--- src/rtl/core/kol_pkg.sv ---
// ----------------------------------------------------------------------------
// kol_pkg: shared types and codes for the keyword and operator lexer
// Record layout, queue entry, token kinds, error codes and queue sizing.
// ----------------------------------------------------------------------------
`default_nettype none

package kol_pkg;

  // record types
  localparam logic [1:0] R_LEX = 2'd0;
  localparam logic [1:0] R_TOK = 2'd1;
  localparam logic [1:0] R_ERR = 2'd2;

  // token kinds
  localparam logic [5:0] K_NUM     = 6'd0;
  localparam logic [5:0] K_ID      = 6'd1;
  localparam logic [5:0] K_IF      = 6'd2;
  localparam logic [5:0] K_ELSE    = 6'd3;
  localparam logic [5:0] K_WHILE   = 6'd4;
  localparam logic [5:0] K_DO      = 6'd5;
  localparam logic [5:0] K_BREAK   = 6'd6;
  localparam logic [5:0] K_PRINT   = 6'd7;
  localparam logic [5:0] K_TRUE    = 6'd8;
  localparam logic [5:0] K_FALSE   = 6'd9;
  localparam logic [5:0] K_INT     = 6'd10;
  localparam logic [5:0] K_BOOLEAN = 6'd11;
  localparam logic [5:0] K_LSB     = 6'd12;
  localparam logic [5:0] K_RSB     = 6'd13;
  localparam logic [5:0] K_LBRACE  = 6'd14;
  localparam logic [5:0] K_RBRACE  = 6'd15;
  localparam logic [5:0] K_LPAREN  = 6'd16;
  localparam logic [5:0] K_RPAREN  = 6'd17;
  localparam logic [5:0] K_EQEQ    = 6'd18;
  localparam logic [5:0] K_ASSIGN  = 6'd19;
  localparam logic [5:0] K_NE      = 6'd20;
  localparam logic [5:0] K_NOT     = 6'd21;
  localparam logic [5:0] K_GE      = 6'd22;
  localparam logic [5:0] K_GT      = 6'd23;
  localparam logic [5:0] K_LE      = 6'd24;
  localparam logic [5:0] K_LT      = 6'd25;
  localparam logic [5:0] K_ANDAND  = 6'd26;
  localparam logic [5:0] K_OROR    = 6'd27;
  localparam logic [5:0] K_PLUS    = 6'd28;
  localparam logic [5:0] K_MINUS   = 6'd29;
  localparam logic [5:0] K_STAR    = 6'd30;
  localparam logic [5:0] K_SLASH   = 6'd31;
  localparam logic [5:0] K_SEMI    = 6'd32;

  // error codes
  localparam logic [1:0] E_UNEXPECTED = 2'd0;
  localparam logic [1:0] E_AMP        = 2'd1;
  localparam logic [1:0] E_BAR        = 2'd2;
  localparam logic [1:0] E_BRACKET    = 2'd3;

  // queue between scanner and output stage
  localparam int QDEPTH = 4;
  localparam int QAW    = $clog2(QDEPTH);

  typedef struct packed {
    logic [1:0] rtype;
    logic [5:0] kind;
    logic [7:0] lex;
    logic [1:0] err;
  } rec_t;

  // one input word's results: one or two records
  typedef struct packed {
    logic two;
    rec_t r0;
    rec_t r1;
  } q_entry_t;

endpackage

`default_nettype wire

--- src/rtl/core/kol_front.sv ---
// ----------------------------------------------------------------------------
// kol_front: character scanner
// Accepts one character word per cycle unless the queue is full, tracks the
// scan state and builds the one or two result records each character causes.
// ----------------------------------------------------------------------------
`default_nettype none

module kol_front (
  input  wire logic              clk,
  input  wire logic              rst_n,
  input  wire logic              in_tvalid,
  output logic                   in_tready,
  input  wire logic [7:0]        in_tdata,
  input  wire logic              in_tlast,
  input  wire logic              q_full,
  output logic                   q_push,
  output kol_pkg::q_entry_t      q_ent
);
  import kol_pkg::*;

  localparam logic [2:0] M_IDLE   = 3'd0;
  localparam logic [2:0] M_WORD   = 3'd1;
  localparam logic [2:0] M_NUMBER = 3'd2;
  localparam logic [2:0] M_OPER   = 3'd3;
  localparam logic [2:0] M_SIZE   = 3'd4;
  localparam logic [2:0] M_HALT   = 3'd5;

  // pending operator codes
  localparam logic [2:0] P_EQ   = 3'd0;
  localparam logic [2:0] P_BANG = 3'd1;
  localparam logic [2:0] P_GT   = 3'd2;
  localparam logic [2:0] P_LT   = 3'd3;
  localparam logic [2:0] P_AMP  = 3'd4;
  localparam logic [2:0] P_BAR  = 3'd5;

  typedef struct packed {
    logic [2:0] mode;
    logic [2:0] pend;
    logic       has_rec;
    logic       word;
    rec_t       rec;
  } start_t;

  logic [2:0]  mode_r, mode_nxt;
  logic [2:0]  pend_r, pend_nxt;
  logic [55:0] wbuf_r, wbuf_nxt;   // first character in the top byte
  logic [3:0]  wlen_r, wlen_nxt;
  logic        sdig_r, sdig_nxt;

  logic        accept;
  logic [7:0]  c;
  logic [2:0]  p;
  logic [5:0]  wkind;
  start_t      sc;
  rec_t        r0, r1;
  logic [1:0]  n;

  function automatic rec_t mk_rec(logic [1:0] t, logic [5:0] k, logic [7:0] l,
                                  logic [1:0] e);
    rec_t r;
    r.rtype = t;
    r.kind  = k;
    r.lex   = l;
    r.err   = e;
    return r;
  endfunction

  function automatic logic is_digit(logic [7:0] x);
    return (x >= "0") && (x <= "9");
  endfunction

  function automatic logic is_alpha(logic [7:0] x);
    return ((x >= "a") && (x <= "z")) || ((x >= "A") && (x <= "Z"));
  endfunction

  function automatic logic is_space(logic [7:0] x);
    return (x == " ") || ((x >= 8'd9) && (x <= 8'd13));
  endfunction

  // compare the first tlen buffered characters against a keyword
  function automatic logic kw_match(logic [55:0] b, logic [3:0] len,
                                    logic [55:0] txt, logic [3:0] tlen);
    logic [55:0] sh;
    sh = b >> (8 * (7 - tlen));
    return (len == tlen) && (sh == txt);
  endfunction

  function automatic logic [5:0] word_kind(logic [55:0] b, logic [3:0] len);
    logic [5:0] k;
    k = K_ID;
    if (kw_match(b, len, 56'("if"), 4'd2))      k = K_IF;
    if (kw_match(b, len, 56'("else"), 4'd4))    k = K_ELSE;
    if (kw_match(b, len, 56'("while"), 4'd5))   k = K_WHILE;
    if (kw_match(b, len, 56'("do"), 4'd2))      k = K_DO;
    if (kw_match(b, len, 56'("break"), 4'd5))   k = K_BREAK;
    if (kw_match(b, len, 56'("print"), 4'd5))   k = K_PRINT;
    if (kw_match(b, len, 56'("true"), 4'd4))    k = K_TRUE;
    if (kw_match(b, len, 56'("false"), 4'd5))   k = K_FALSE;
    if (kw_match(b, len, 56'("int"), 4'd3))     k = K_INT;
    if (kw_match(b, len, 56'("boolean"), 4'd7)) k = K_BOOLEAN;
    return k;
  endfunction

  // character seen with no token open
  function automatic start_t start_char(logic [7:0] x);
    start_t s;
    s.mode    = M_IDLE;
    s.pend    = P_EQ;
    s.has_rec = 1'b0;
    s.word    = 1'b0;
    s.rec     = mk_rec(R_TOK, K_NUM, 8'd0, 2'd0);
    if (is_space(x)) begin
      s.has_rec = 1'b0;
    end else if (is_digit(x)) begin
      s.mode    = M_NUMBER;
      s.has_rec = 1'b1;
      s.rec     = mk_rec(R_LEX, K_NUM, x, 2'd0);
    end else if (is_alpha(x)) begin
      s.mode    = M_WORD;
      s.word    = 1'b1;
      s.has_rec = 1'b1;
      s.rec     = mk_rec(R_LEX, K_ID, x, 2'd0);
    end else begin
      s.has_rec = 1'b1;
      case (x)
        "=": begin s.mode = M_OPER; s.pend = P_EQ;   s.has_rec = 1'b0; end
        "!": begin s.mode = M_OPER; s.pend = P_BANG; s.has_rec = 1'b0; end
        ">": begin s.mode = M_OPER; s.pend = P_GT;   s.has_rec = 1'b0; end
        "<": begin s.mode = M_OPER; s.pend = P_LT;   s.has_rec = 1'b0; end
        "&": begin s.mode = M_OPER; s.pend = P_AMP;  s.has_rec = 1'b0; end
        "|": begin s.mode = M_OPER; s.pend = P_BAR;  s.has_rec = 1'b0; end
        "+": s.rec = mk_rec(R_TOK, K_PLUS, 8'd0, 2'd0);
        "-": s.rec = mk_rec(R_TOK, K_MINUS, 8'd0, 2'd0);
        "*": s.rec = mk_rec(R_TOK, K_STAR, 8'd0, 2'd0);
        "/": s.rec = mk_rec(R_TOK, K_SLASH, 8'd0, 2'd0);
        "{": s.rec = mk_rec(R_TOK, K_LBRACE, 8'd0, 2'd0);
        "}": s.rec = mk_rec(R_TOK, K_RBRACE, 8'd0, 2'd0);
        "(": s.rec = mk_rec(R_TOK, K_LPAREN, 8'd0, 2'd0);
        ")": s.rec = mk_rec(R_TOK, K_RPAREN, 8'd0, 2'd0);
        "[": s.rec = mk_rec(R_TOK, K_LSB, 8'd0, 2'd0);
        "]": s.rec = mk_rec(R_TOK, K_RSB, 8'd0, 2'd0);
        ";": s.rec = mk_rec(R_TOK, K_SEMI, 8'd0, 2'd0);
        default: begin
          s.mode = M_HALT;
          s.rec  = mk_rec(R_ERR, K_NUM, 8'd0, E_UNEXPECTED);
        end
      endcase
    end
    return s;
  endfunction

  function automatic logic [7:0] op_second(logic [2:0] q);
    logic [7:0] r;
    case (q)
      P_AMP:   r = "&";
      P_BAR:   r = "|";
      default: r = "=";
    endcase
    return r;
  endfunction

  function automatic logic [5:0] op_pair(logic [2:0] q);
    logic [5:0] r;
    case (q)
      P_EQ:    r = K_EQEQ;
      P_BANG:  r = K_NE;
      P_GT:    r = K_GE;
      P_LT:    r = K_LE;
      P_AMP:   r = K_ANDAND;
      default: r = K_OROR;
    endcase
    return r;
  endfunction

  // lone operator: token, or error for a lone ampersand or bar
  function automatic rec_t op_single(logic [2:0] q);
    rec_t r;
    case (q)
      P_EQ:    r = mk_rec(R_TOK, K_ASSIGN, 8'd0, 2'd0);
      P_BANG:  r = mk_rec(R_TOK, K_NOT, 8'd0, 2'd0);
      P_GT:    r = mk_rec(R_TOK, K_GT, 8'd0, 2'd0);
      P_LT:    r = mk_rec(R_TOK, K_LT, 8'd0, 2'd0);
      P_AMP:   r = mk_rec(R_ERR, K_NUM, 8'd0, E_AMP);
      default: r = mk_rec(R_ERR, K_NUM, 8'd0, E_BAR);
    endcase
    return r;
  endfunction

  assign in_tready = !q_full;
  assign accept    = in_tvalid && in_tready;
  assign c         = in_tdata;
  assign p         = (pend_r > P_BAR) ? (pend_r - 3'd6) : pend_r;
  assign wkind     = word_kind(wbuf_r, wlen_r);
  assign sc        = start_char(c);

  // next state and records for this character
  always_comb begin
    mode_nxt = mode_r;
    pend_nxt = pend_r;
    wbuf_nxt = wbuf_r;
    wlen_nxt = wlen_r;
    sdig_nxt = sdig_r;
    r0       = mk_rec(R_TOK, K_NUM, 8'd0, 2'd0);
    r1       = mk_rec(R_TOK, K_NUM, 8'd0, 2'd0);
    n        = 2'd0;
    if (in_tlast) begin
      case (mode_r)
        M_WORD: begin
          r0 = mk_rec(R_TOK, wkind, 8'd0, 2'd0);
          n  = 2'd1;
        end
        M_NUMBER: begin
          n = 2'd1;
        end
        M_OPER: begin
          r0 = op_single(p);
          n  = 2'd1;
        end
        M_SIZE: begin
          if (sdig_r) begin
            r1 = mk_rec(R_ERR, K_NUM, 8'd0, E_BRACKET);
            n  = 2'd2;
          end else begin
            r0 = mk_rec(R_ERR, K_NUM, 8'd0, E_BRACKET);
            n  = 2'd1;
          end
        end
        default: n = 2'd0;
      endcase
      mode_nxt = M_IDLE;
      pend_nxt = P_EQ;
      wlen_nxt = 4'd0;
      sdig_nxt = 1'b0;
    end else begin
      case (mode_r)
        M_HALT: n = 2'd0;
        M_WORD: begin
          if (is_alpha(c) || is_digit(c) || (c == "_")) begin
            if (wlen_r < 4'd7) wbuf_nxt[55 - 8 * wlen_r[2:0] -: 8] = c;
            if (wlen_r < 4'd8) wlen_nxt = wlen_r + 4'd1;
            r0 = mk_rec(R_LEX, K_ID, c, 2'd0);
            n  = 2'd1;
          end else begin
            r0       = mk_rec(R_TOK, wkind, 8'd0, 2'd0);
            wlen_nxt = 4'd0;
            if ((wkind == K_INT) && (c == "[")) begin
              r1       = mk_rec(R_TOK, K_LSB, 8'd0, 2'd0);
              n        = 2'd2;
              mode_nxt = M_SIZE;
              sdig_nxt = 1'b0;
            end else begin
              r1       = sc.rec;
              n        = sc.has_rec ? 2'd2 : 2'd1;
              mode_nxt = sc.mode;
              if (sc.mode == M_OPER) pend_nxt = sc.pend;
            end
          end
        end
        M_NUMBER: begin
          if (is_digit(c)) begin
            r0 = mk_rec(R_LEX, K_NUM, c, 2'd0);
            n  = 2'd1;
          end else begin
            r1       = sc.rec;
            n        = sc.has_rec ? 2'd2 : 2'd1;
            mode_nxt = sc.mode;
            if (sc.mode == M_OPER) pend_nxt = sc.pend;
            if (sc.word) begin
              wbuf_nxt[55 -: 8] = c;
              wlen_nxt          = 4'd1;
            end
          end
        end
        M_OPER: begin
          if (c == op_second(p)) begin
            r0       = mk_rec(R_TOK, op_pair(p), 8'd0, 2'd0);
            n        = 2'd1;
            mode_nxt = M_IDLE;
          end else if ((p == P_AMP) || (p == P_BAR)) begin
            // lone ampersand or bar halts and swallows this character
            r0       = op_single(p);
            n        = 2'd1;
            mode_nxt = M_HALT;
          end else begin
            r0       = op_single(p);
            r1       = sc.rec;
            n        = sc.has_rec ? 2'd2 : 2'd1;
            mode_nxt = sc.mode;
            if (sc.mode == M_OPER) pend_nxt = sc.pend;
            if (sc.word) begin
              wbuf_nxt[55 -: 8] = c;
              wlen_nxt          = 4'd1;
            end
          end
        end
        M_SIZE: begin
          if (is_digit(c)) begin
            sdig_nxt = 1'b1;
            r0       = mk_rec(R_LEX, K_NUM, c, 2'd0);
            n        = 2'd1;
          end else begin
            sdig_nxt = 1'b0;
            if (c == "]") begin
              r1       = mk_rec(R_TOK, K_RSB, 8'd0, 2'd0);
              mode_nxt = M_IDLE;
            end else begin
              r1       = mk_rec(R_ERR, K_NUM, 8'd0, E_BRACKET);
              mode_nxt = M_HALT;
            end
            if (sdig_r) begin
              n = 2'd2;
            end else begin
              r0 = r1;
              n  = 2'd1;
            end
          end
        end
        default: begin
          r0       = sc.rec;
          n        = sc.has_rec ? 2'd1 : 2'd0;
          mode_nxt = sc.mode;
          if (sc.mode == M_OPER) pend_nxt = sc.pend;
          if (sc.word) begin
            wbuf_nxt[55 -: 8] = c;
            wlen_nxt          = 4'd1;
          end
        end
      endcase
    end
  end

  // queue write
  assign q_push    = accept && (n != 2'd0);
  assign q_ent.two = (n == 2'd2);
  assign q_ent.r0  = r0;
  assign q_ent.r1  = r1;

  // scan state
  always_ff @(posedge clk) begin
    if (!rst_n) begin
      mode_r <= M_IDLE;
      pend_r <= P_EQ;
      wlen_r <= 4'd0;
      sdig_r <= 1'b0;
    end else if (accept) begin
      mode_r <= mode_nxt;
      pend_r <= pend_nxt;
      wlen_r <= wlen_nxt;
      sdig_r <= sdig_nxt;
    end
  end

  // word buffer holds payload only
  always_ff @(posedge clk) begin
    if (accept) wbuf_r <= wbuf_nxt;
  end

endmodule

`default_nettype wire

--- src/rtl/core/kol_fifo.sv ---
// ----------------------------------------------------------------------------
// kol_fifo: result queue
// Short register queue of per-character result entries between the scanner
// and the output stage.
// ----------------------------------------------------------------------------
`default_nettype none

module kol_fifo (
  input  wire logic              clk,
  input  wire logic              rst_n,
  input  wire logic              push,
  input  wire kol_pkg::q_entry_t push_ent,
  output logic                   full,
  input  wire logic              pop,
  output kol_pkg::q_entry_t      head_ent,
  output logic                   empty
);
  import kol_pkg::*;

  q_entry_t         mem_r [QDEPTH];
  logic [QAW-1:0]   wptr_r, wptr_nxt;
  logic [QAW-1:0]   rptr_r, rptr_nxt;
  logic [QAW:0]     cnt_r, cnt_nxt;
  logic             do_push, do_pop;

  assign full     = (cnt_r == (QAW + 1)'(QDEPTH));
  assign empty    = (cnt_r == '0);
  assign do_push  = push && !full;
  assign do_pop   = pop && !empty;
  assign head_ent = mem_r[rptr_r];

  // pointer and count update
  always_comb begin
    wptr_nxt = do_push ? wptr_r + 1'b1 : wptr_r;
    rptr_nxt = do_pop ? rptr_r + 1'b1 : rptr_r;
    cnt_nxt  = cnt_r;
    if (do_push && !do_pop) cnt_nxt = cnt_r + 1'b1;
    if (do_pop && !do_push) cnt_nxt = cnt_r - 1'b1;
  end

  always_ff @(posedge clk) begin
    if (!rst_n) begin
      wptr_r <= '0;
      rptr_r <= '0;
      cnt_r  <= '0;
    end else begin
      wptr_r <= wptr_nxt;
      rptr_r <= rptr_nxt;
      cnt_r  <= cnt_nxt;
    end
  end

  // storage
  always_ff @(posedge clk) begin
    if (do_push) mem_r[wptr_r] <= push_ent;
  end

endmodule

`default_nettype wire

--- src/rtl/core/kol_back.sv ---
// ----------------------------------------------------------------------------
// kol_back: output stage
// Pops queue entries and sends their records from an output register, one
// word per cycle while out_tready is high; marks each entry's final record.
// ----------------------------------------------------------------------------
`default_nettype none

module kol_back (
  input  wire logic              clk,
  input  wire logic              rst_n,
  input  wire kol_pkg::q_entry_t head_ent,
  input  wire logic              q_empty,
  output logic                   q_pop,
  output logic                   out_tvalid,
  input  wire logic              out_tready,
  output logic [15:0]            out_tdata,
  output logic [1:0]             out_tuser,
  output logic                   out_tlast
);
  import kol_pkg::*;

  logic  oval_r, oval_nxt;
  logic  olast_r, olast_nxt;
  rec_t  orec_r, orec_nxt;
  logic  sval_r, sval_nxt;
  rec_t  srec_r, srec_nxt;
  logic  adv;

  assign adv   = !oval_r || out_tready;
  assign q_pop = adv && !sval_r && !q_empty;

  // load the output register from the held second record or the queue
  always_comb begin
    oval_nxt  = oval_r;
    olast_nxt = olast_r;
    orec_nxt  = orec_r;
    sval_nxt  = sval_r;
    srec_nxt  = srec_r;
    if (adv) begin
      if (sval_r) begin
        oval_nxt  = 1'b1;
        orec_nxt  = srec_r;
        olast_nxt = 1'b1;
        sval_nxt  = 1'b0;
      end else if (!q_empty) begin
        oval_nxt  = 1'b1;
        orec_nxt  = head_ent.r0;
        olast_nxt = !head_ent.two;
        sval_nxt  = head_ent.two;
        srec_nxt  = head_ent.r1;
      end else begin
        oval_nxt = 1'b0;
      end
    end
  end

  always_ff @(posedge clk) begin
    if (!rst_n) begin
      oval_r <= 1'b0;
      sval_r <= 1'b0;
    end else begin
      oval_r <= oval_nxt;
      sval_r <= sval_nxt;
    end
  end

  always_ff @(posedge clk) begin
    olast_r <= olast_nxt;
    orec_r  <= orec_nxt;
    srec_r  <= srec_nxt;
  end

  assign out_tvalid = oval_r;
  assign out_tdata  = {orec_r.err, orec_r.lex, orec_r.kind};
  assign out_tuser  = orec_r.rtype;
  assign out_tlast  = olast_r;

endmodule

`default_nettype wire

--- src/rtl/core/keyword_operator_lexer.sv ---
// ----------------------------------------------------------------------------
// keyword_operator_lexer: streaming lexer for a small C-like language
// Scanner front end, result queue and output stage.
// ----------------------------------------------------------------------------
// Takes one ASCII character per input word and, with in_tlast high, an
// end-of-input word that flushes any pending token. Each character yields
// zero, one or two output records (lexeme character, token or error); the
// final record of a character has out_tlast set. A character is accepted
// every cycle while the four-entry result queue has room; records leave at
// one per cycle from the output register while out_tready is high, so a
// character that causes two records occupies the output twice and the queue
// absorbs the difference; records pass the queue, then the output register.
// After an error no records appear until the end-of-input word.
`default_nettype none

module keyword_operator_lexer (
  input  wire logic        clk,
  input  wire logic        rst_n,
  input  wire logic        in_tvalid,
  output logic             in_tready,
  input  wire logic [7:0]  in_tdata,    // [7:0] ch
  input  wire logic        in_tlast,    // end_of_input
  output logic             out_tvalid,
  input  wire logic        out_tready,
  output logic [15:0]      out_tdata,   // [5:0] kind, [13:6] lexeme_char, [15:14] error_code
  output logic [1:0]       out_tuser,   // [1:0] record_type
  output logic             out_tlast    // last
);
  import kol_pkg::*;

  q_entry_t push_ent;
  q_entry_t head_ent;
  logic     q_push, q_pop, q_full, q_empty;

  // scanner
  kol_front u_front (
    .clk       (clk),
    .rst_n     (rst_n),
    .in_tvalid (in_tvalid),
    .in_tready (in_tready),
    .in_tdata  (in_tdata),
    .in_tlast  (in_tlast),
    .q_full    (q_full),
    .q_push    (q_push),
    .q_ent     (push_ent)
  );

  // result queue
  kol_fifo u_fifo (
    .clk      (clk),
    .rst_n    (rst_n),
    .push     (q_push),
    .push_ent (push_ent),
    .full     (q_full),
    .pop      (q_pop),
    .head_ent (head_ent),
    .empty    (q_empty)
  );

  // output stage
  kol_back u_back (
    .clk        (clk),
    .rst_n      (rst_n),
    .head_ent   (head_ent),
    .q_empty    (q_empty),
    .q_pop      (q_pop),
    .out_tvalid (out_tvalid),
    .out_tready (out_tready),
    .out_tdata  (out_tdata),
    .out_tuser  (out_tuser),
    .out_tlast  (out_tlast)
  );

endmodule

`default_nettype wire
--- config.mk ---
export PLATFORM = sky130hd
export DESIGN_NAME = keyword_operator_lexer
export DESIGN_NICKNAME = d
export VERILOG_FILES = /design/src/rtl/core/kol_pkg.sv /design/src/rtl/core/kol_front.sv /design/src/rtl/core/kol_fifo.sv /design/src/rtl/core/kol_back.sv /design/src/rtl/core/keyword_operator_lexer.sv
export SDC_FILE = /design/constraint.sdc
export NUM_CORES = 1
export LEC_CHECK = 0
export ABC_CLOCK_PERIOD_IN_PS = 5100
export BUFFER_PORTS_ARGS = -buffer_cell sky130_fd_sc_hd__buf_2
export CAP_MARGIN = 20
export CELL_PAD_IN_SITES_DETAIL_PLACEMENT = 1
export CELL_PAD_IN_SITES_GLOBAL_PLACEMENT = 2
export CORE_UTILIZATION = 23
export DETAILED_ROUTE_END_ITERATION = 16
export PLACE_DENSITY = 0.44
export SLEW_MARGIN = 40
export SYNTH_ARGS = -nofsm -noshare
export SYNTH_HDL_FRONTEND = slang
export SYNTH_SLANG_ARGS = --single-unit
export TNS_END_PERCENT = 20
--- constraint.sdc ---
create_clock -name clk -period 5.1 [get_ports clk]
set_clock_uncertainty 0.05 [all_clocks]
set_input_delay 0.51 -clock clk [delete_from_list [all_inputs] [get_ports clk]]
set_output_delay 0.51 -clock clk [all_outputs]
set_load 0.01 [all_outputs]
==> Word-level counts from Yosys, hierarchy flattened <==
Memory sizes are Yosys's and may differ from the RTL's. A register that Yosys moved wholly into a read port is not among the register bits.
Index checks and enable logic that the tools add are counted.
{ "totals": {"mem_count": 1, "ramBits": 148, "elab_cells": 279, "regBits": 113, "out_inout_bits": 21} }
{ "op_classes": {"reduce_logical": 53, "addsub": 8, "n_lt_le_gt_ge": 11, "muxes": 115, "n_eq_ne": 65, "shift": 2, "bitwise_logic": 4} }
{ "mem_list": {"columns": ["memory", "depth", "word_bits", "read_ports", "rd_ports_with_merged_regs", "wr", "line_no", "rtl"], "rows": [
  ["u_fifo.mem_r", 4, 37, 1, 1, 1, "kol_fifo.sv:20", "q_entry_t mem_r [QDEPTH];"]
]} }
{ "ops": {"columns": ["cell", "n"], "rows": [
  ["$mux W18", 19],
  ["$pmux W18 S12", 1],
  ["$pmux W18 S5", 2],
  ["$eq A40 B39 Y1 const B", 4],
  ["$mux W56", 2],
  ["$eq A8 B6 Y1 const B", 13],
  ["$pmux W18 S4", 1],
  ["$mux W3", 22],
  ["$eq A32 B31 Y1 const B", 2],
  ["$shift A8 B34 Y63 const A", 1],
  ["$shiftx A8 B34 Y63", 1],
  ["$mux W6", 10],
  ["$bwmux W56", 1],
  ["$eq A56 B55 Y1 const B", 1],
  ["$pmux W18 S3", 1],
  ["$eq A8 B7 Y1 const B", 6],
  ["$mux W8", 6],
  ["$mux W17", 2],
  ["$neg A32 Y34", 1],
  ["$eq A16 B15 Y1 const B", 2],
  ["$pmux W8 S4", 1],
  ["$mux W4", 7],
  ["$eq A24 B23 Y1 const B", 1],
  ["$mux W2", 12],
  ["58 further kinds", 139]
]} }

==> Longest topological paths before layout <==
{ "depth": {"depth_word": 24, "mapped_depth": 16} }

==> Cells and area by module <==
From an unflattened synthesis, not the netlist that was laid out.
{ "hier_totals": {"cells_unflattened": 923, "hier_area_um2": 12562.0} }
{ "by_module_without_submodules": {"columns": ["module", "area_per_inst_um2", "n_inst", "cells_per_inst"], "rows": [
  ["kol_fifo", 5863.1, 1, 247],
  ["kol_front", 5241.3, 1, 605],
  ["kol_back", 1457.6, 1, 71]
]} }

==> Least setup slack after synthesis <==
Ideal clock, no wire load.
{ "synth_path": {"kind": "input to register", "startpoint": "input port in_tdata[1]", "endpoint": "register u_fifo.cnt_r[2]", "stages": 14, "t_required_ns": 4.979, "arrival_ns": 3.451, "path_slack_ns": 1.529, "path_cell_list": "buf_6 or4_4 o21ai_4 o211ai_4 or3_1 a211oi_2 o2bb2ai_2 inv_1 ha_1 inv_1 fa_1 xor2_1 or3_1 a21oi_1"} }
{ "synth_between": {"elab_chain_len": 17, "elab_cells_between_ends": 49, "cone_classes": "order compare (8); eq/ne (10); mux (15); reduce/logical (16)"} }
{ "synth_rtl": {"columns": ["element", "line_no", "rtl"], "rows": [
  ["start: declaration", "keyword_operator_lexer.sv:21", "input wire logic [7:0] in_tdata,"],
  ["$ge A8 B7 Y1 / $le A8 B7 Y1 (equally long branches)", "kol_front.sv:73", "return ((x >= \"a\") && (x <= \"z\")) || ((x >= \"A\") && (x <= \"Z\"));"],
  ["$logic_and A1 B1 Y1", "kol_front.sv:73", null],
  ["$logic_or A1 B1 Y1", "kol_front.sv:73", null],
  ["$mux W1", "kol_front.sv:118", "end else if (is_alpha(x)) begin"],
  ["$mux W1", "kol_front.sv:114", "end else if (is_digit(x)) begin"],
  ["$mux W1", "kol_front.sv:112", "if (is_space(x)) begin"],
  ["$mux W2", "kol_front.sv:253, kol_front.sv:265, kol_front.sv:287", null],
  ["$mux W2 (on tied branches)", "kol_front.sv:279, kol_front.sv:246", null],
  ["$mux W2 (on tied branches)", "kol_front.sv:275, kol_front.sv:238", null],
  ["$pmux W2 S5 (*)", "kol_front.sv:235", "case (mode_r)"],
  ["$mux W2 (*)", "kol_front.sv:206", "if (in_tlast) begin"],
  ["$reduce_bool A2 Y1 (*)", "kol_front.sv:333", "assign q_push = accept && (n != 2'd0);"],
  ["$logic_and A1 B1 Y1 (*)", "kol_front.sv:333", null],
  ["$logic_and A1 B1 Y1 (*)", "kol_fifo.sv:28", "assign do_push = push && !full;"],
  ["$logic_not A1 Y1", "kol_fifo.sv:38", "if (do_pop && !do_push) cnt_nxt = cnt_r - 1'b1;"],
  ["$logic_and A1 B1 Y1", "kol_fifo.sv:38", null],
  ["$mux W3 / $reduce_bool A2 Y1 (equally long branches)", null, null],
  ["end signal: assignment", "kol_fifo.sv:49", "cnt_r <= cnt_nxt;"],
  ["end: declaration", "kol_fifo.sv:23", "logic [QAW:0] cnt_r, cnt_nxt;"]
]} }
Every way passes the cells marked *; elsewhere a longest branch is shown, timed or not.
A chain may end at the register's enable or synchronous reset.

==> Worst setup path after layout <==
{ "layout_path": {"startpoint": "register u_front.wlen_r[1]", "endpoint": "register u_fifo.cnt_r[2]"} }
{ "layout_between": {"elab_chain_len": 24, "elab_cells_between_ends": 39, "cone_classes": "eq/ne (6); mux (15); reduce/logical (18)"} }
{ "layout_rtl": {"columns": ["element", "line_no", "rtl"], "rows": [
  ["start: declaration", "kol_front.sv:47", "logic [3:0] wlen_r, wlen_nxt;"],
  ["start signal: assignment", "kol_front.sv:348", "wlen_r <= wlen_nxt;"],
  ["$eq A4 B2 Y1", "kol_front.sv:85", "return (len == tlen) && (sh == txt);"],
  ["$logic_and A1 B1 Y1", "kol_front.sv:85", null],
  ["$mux W2", "kol_front.sv:91", "if (kw_match(b, len, 56'(\"if\"), 4'd2)) k = K_IF;"],
  ["$mux W6", "kol_front.sv:92", "if (kw_match(b, len, 56'(\"else\"), 4'd4)) k = K_ELSE;"],
  ["$mux W6", "kol_front.sv:93", "if (kw_match(b, len, 56'(\"while\"), 4'd5)) k = K_WHILE;"],
  ["$mux W6", "kol_front.sv:94", "if (kw_match(b, len, 56'(\"do\"), 4'd2)) k = K_DO;"],
  ["$mux W6", "kol_front.sv:95", "if (kw_match(b, len, 56'(\"break\"), 4'd5)) k = K_BREAK;"],
  ["$mux W6", "kol_front.sv:96", "if (kw_match(b, len, 56'(\"print\"), 4'd5)) k = K_PRINT;"],
  ["[... 8 more ...]", null, null],
  ["$pmux W2 S5 (*)", "kol_front.sv:235", null],
  ["$mux W2 (*)", "kol_front.sv:206", null],
  ["$reduce_bool A2 Y1 (*)", "kol_front.sv:333", null],
  ["$logic_and A1 B1 Y1 (*)", "kol_front.sv:333", null],
  ["$logic_and A1 B1 Y1 (*)", "kol_fifo.sv:28", null],
  ["$logic_not A1 Y1", "kol_fifo.sv:38", null],
  ["$logic_and A1 B1 Y1", "kol_fifo.sv:38", null],
  ["$mux W3 / $reduce_bool A2 Y1 (equally long branches)", null, null]
]} }
Marked as above.

==> impl_metrics.json <==
{
  "largest_net_degree_at_the_start_of_global_routing": 36,
  "switching_power_w": 0.00170,
  "h_tree_lvls": 1,
  "pwr_density_cell_nw_per_um2": 422,
  "timing.hold.worst.start": "out_tready",
  "setup.worst_path.start_class": "register",
  "post_synth_inst_count": 930,
  "synth_top_area_share_pct": 57.4,
  "power.share.switching_pct": 28.3,
  "cp_data_arrival_time_ns": 4.44,
  "cell_area_after_synthesis_um2": 12100,
  "comb_power_share_pct": 19.6,
  "finalHoldWorstSlack_ns": 0.261,
  "power.static_leakage_nw": 4.69,
  "tightest_slew_ns": 0.799,
  "number_of_enable_type_register_cells_in_the_synthesized_netlist": 231,
  "yosys.area_share.simple_pct": 17.6,
  "drt_first_pass_iters": 4,
  "final_report_hold_violation_count": 0,
  "final_core_utilization_pct": 27.5,
  "initial_cell_density_of_the_core_pct": 23.4,
  "cts_inserted_buffers": 30,
  "drtAntennaViolNets": 0,
  "die_x_um": 231,
  "ir_drop_mv": 0.229,
  "relSlewSlack_pct": 46.3,
  "syn_avg_cell_area_um2": 13.0,
  "timing.final.max_slew_violations": 0,
  "cts.hold.buffers_added": 0,
  "grt_pass1_vias": 8414,
  "min_path_type": "in2reg",
  "count_of_filler_cells_inserted_in_the_layout": 5548,
  "cts_root_buffer": "clkbuf_16",
  "postRouteWirelength_um": 39100,
  "seq_power_share_pct": 45.5,
  "clock_sink_total": 253,
  "grt_usage_pct": 14.8,
  "worst_setup_path_end_kind": "register",
  "clk-insertion-delay-late_ns": 0.58,
  "synth-compound-area-share_pct": 8.91,
  "place.port_buffers": 33,
  "via_count": 7927,
  "fin_crit_sh_pct": 78.4,
  "synth.yosys.warnings": 0,
  "synth_xor_xnor_area_share_pct": 0.507,
  "clock_tree.buffer_depth": 3,
  "vias_per_cell": 4.69,
  "cts_post_setup_buffers_inserted": 0,
  "synthDistinctLibCells": 84,
  "final-setup-viol-count": 0,
  "grt_pass1_wl_um": 58500,
  "synth_ff_type": "edfxtp_1",
  "criticalPathCategory": "reg2reg",
  "grt_remaining_overflow": 0,
  "design.final.nets": 1008,
  "largest_family_of_logic_cells_by_synthesized_area": "simple AND/OR/NAND/NOR gates",
  "power.share.clock_pct": 34.8,
  "die_y_um": 231,
  "clk_pin_slew_worst_paths_ns": 0.06,
  "synth_sequential_area_ratio_pct": 61.0,
  "drt_first_iter_violations": 421,
  "yosys_register_bits": 253,
  "grt_setup_unrepaired": "false",
  "globalplace.congestion": 0.768,
  "run_status": "completed",
  "synth.mux.area_fraction_pct": 8.32,
  "postSynth.asyncResetShare_pct": 0,
  "drive_gt1_share_pct": 18.4,
  "num_io_pins": 34,
  "r2r-start": "u_front.wlen_r[1]",
  "maxClockFrequency_mhz": 250,
  "worst_r2r_path_depth": 15,
  "detail_route.wl_per_cell_um": 23.2,
  "postCtsResizedCells": 0,
  "intPower_w": 0.00429,
  "cp.required_ns": 5.55,
  "hold_depth": 4,
  "tritoncts": "done",
  "worstPathMaxFanout": 9,
  "totalNegativeSetupSlack_ns": 0,
  "num_rows": 83,
  "die-area_um2": 53500,
  "drv_cap": 0,
  "drt_drc_violations_left": 0,
  "setup.worst_path.start": "u_front.wlen_r[1]",
  "synth_area_leader_cell": "edfxtp_1",
  "synth_adder_area_share_pct": 1.39,
  "initial_antenna_violation_count": 1,
  "flow.area_growth_from_synthesis_pct": 17.4,
  "final.min_clock_period_ns": 4.00,
  "floorplan.core_area_um2": 51600,
  "seq_area_um2": 7380,
  "multi_input_comb_area_um2": 4530,
  "yosys-top-cells-area": "edfxtp_1, mux4_2, dfxtp_1",
  "detailedPlacementHpwl_um": 28000
}
-- critical path: stages, from the launching register on --
cell and delay [ns]:
dfxtp_1 0.41, ha_1 0.47, and4b_1 0.29, nand3_1 0.10, nor4_1 0.42, buf_4 0.25, o21ai_0 0.11, a211oi_2 0.31
o2bb2ai_2 0.19, inv_1 0.09, ha_1 0.17, inv_1 0.06, fa_1 0.37, xor2_1 0.16, or3_1 0.30, a21oi_1 0.14
-- routing by layer --
metal	global-route usage (%)	vias to the layer above	share of wire, %
met3	1.81	52	2.9
met5	0	-	0
met2	24.0	129	47
met1	20.6	4054	48
met4	4.33	0	2.4
li1	-	3692	-
-- power groups by stage --
stage	clock network [W]	registers (W)	logic, W
6_report	0.00209	0.00273	0.00118
5_1_grt	0.00223	0.00276	0.00130
4_1_cts	0.00216	0.00274	0.00123
3_5_place_dp	0	0.00278	0.00122
3_3_place_gp	0	0.00278	0.00122
2_1_floorplan	0	0.00277	0.000723
-- placed cells by master (no fill, tap or decap), drive strengths merged, types with 26 or more instances in the layout --
master | netlist | routed
a21oi | 29 | 29
and2 | 52 | 52
buf | 10 | 59
clkbuf | 35 | 43
edfxtp | 231 | 231
mux4 | 35 | 35
nand2 | 48 | 48
nand3 | 26 | 26
nor2 | 88 | 88
o21ai | 44 | 44
-- cells in the mapped netlist (6+ instances only) --
library cell / count
o211ai_1: 6
dfxtp_1: 22
nor3b_1: 8
edfxtp_1: 231
and2_1: 51
nand2b_1: 11
nand4_1: 16
clkbuf_1: 35
mux2_2: 14
nand4b_1: 6
and3b_1: 12
inv_1: 23
nor2b_1: 24
ha_1: 11
o21ai_0: 38
nor2_1: 88
a211oi_1: 10
or2_2: 7
o22ai_1: 6
nand2_1: 48
o31ai_1: 11
nand3_1: 26
nor4_1: 10
nor3_1: 19
mux4_2: 35
and3_1: 7
nand3b_1: 7
mux2i_1: 6
buf_2: 6
a21oi_1: 29
or3_1: 7
-- sequential cells by signal, summed over array words and instances, names as in the netlist, named ones only --
| name | cells |
|---|---|
| u_front.wbuf_r | 56 |
| u_fifo.cnt_r | 3 |
| u_back.out_tvalid | 1 |
| u_back.out_tdata | 16 |
| u_front.mode_r | 3 |
| u_back.sval_r | 1 |
| u_back.out_tuser | 2 |
| u_fifo.mem_r | 140 |
| u_front.sdig_r | 1 |
| u_back.out_tlast | 1 |
| u_front.pend_r | 3 |
| u_fifo.wptr_r | 2 |
| u_front.wlen_r | 4 |
| u_fifo.rptr_r | 2 |
| u_back.srec_r | 16 |
-- worst paths after layout --
path              slack, ns                end
setup / recovery       1.10    u_fifo.cnt_r[2]
hold / removal         0.26  u_back.out_tvalid
setup reg to reg       1.10    u_fifo.cnt_r[2]
hold reg to reg        0.46   u_fifo.wptr_r[1]
-- cell type report --
type	count	share of cell area [%]
Clock inverter	13	1.05
Clock buffer	43	5.70
Multi-Input combinational cell	616	31.9
Inverter	23	0.608
Antenna cell	2	0.0352
Sequential cell	253	52.0
Tap cell	680	5.99
Timing Repair Buffer	59	2.71
-- through the flow --
stage | std cells | power (W) | instance area [µm²] | setup WS, ns
4_1_cts | 1687 | 0.00612 | 14200 | 1.05
6_report | 1689 | 0.00599 | 14200 | 1.10
3_5_place_dp | 1631 | 0.00400 | 13200 | 0.780
2_1_floorplan | 937 | 0.00350 | 12100 | 1.53
5_1_grt | 1687 | 0.00630 | 14200 | 0.727
3_3_place_gp | 1631 | 0.00399 | 13200 | 0.922
-- logic make-up after synthesis --
logic type               count (synthesis)
flip-flops                             253
AND/OR/NAND/NOR                        377
adder cells (fa/ha/maj)                 13
AO/OA/AOI/OAI                          156
XOR/XNOR                                 7
buffers and inverters                   68
multiplexers                            55
other                                    1
Note: power is estimated with default switching activity, not from simulation.
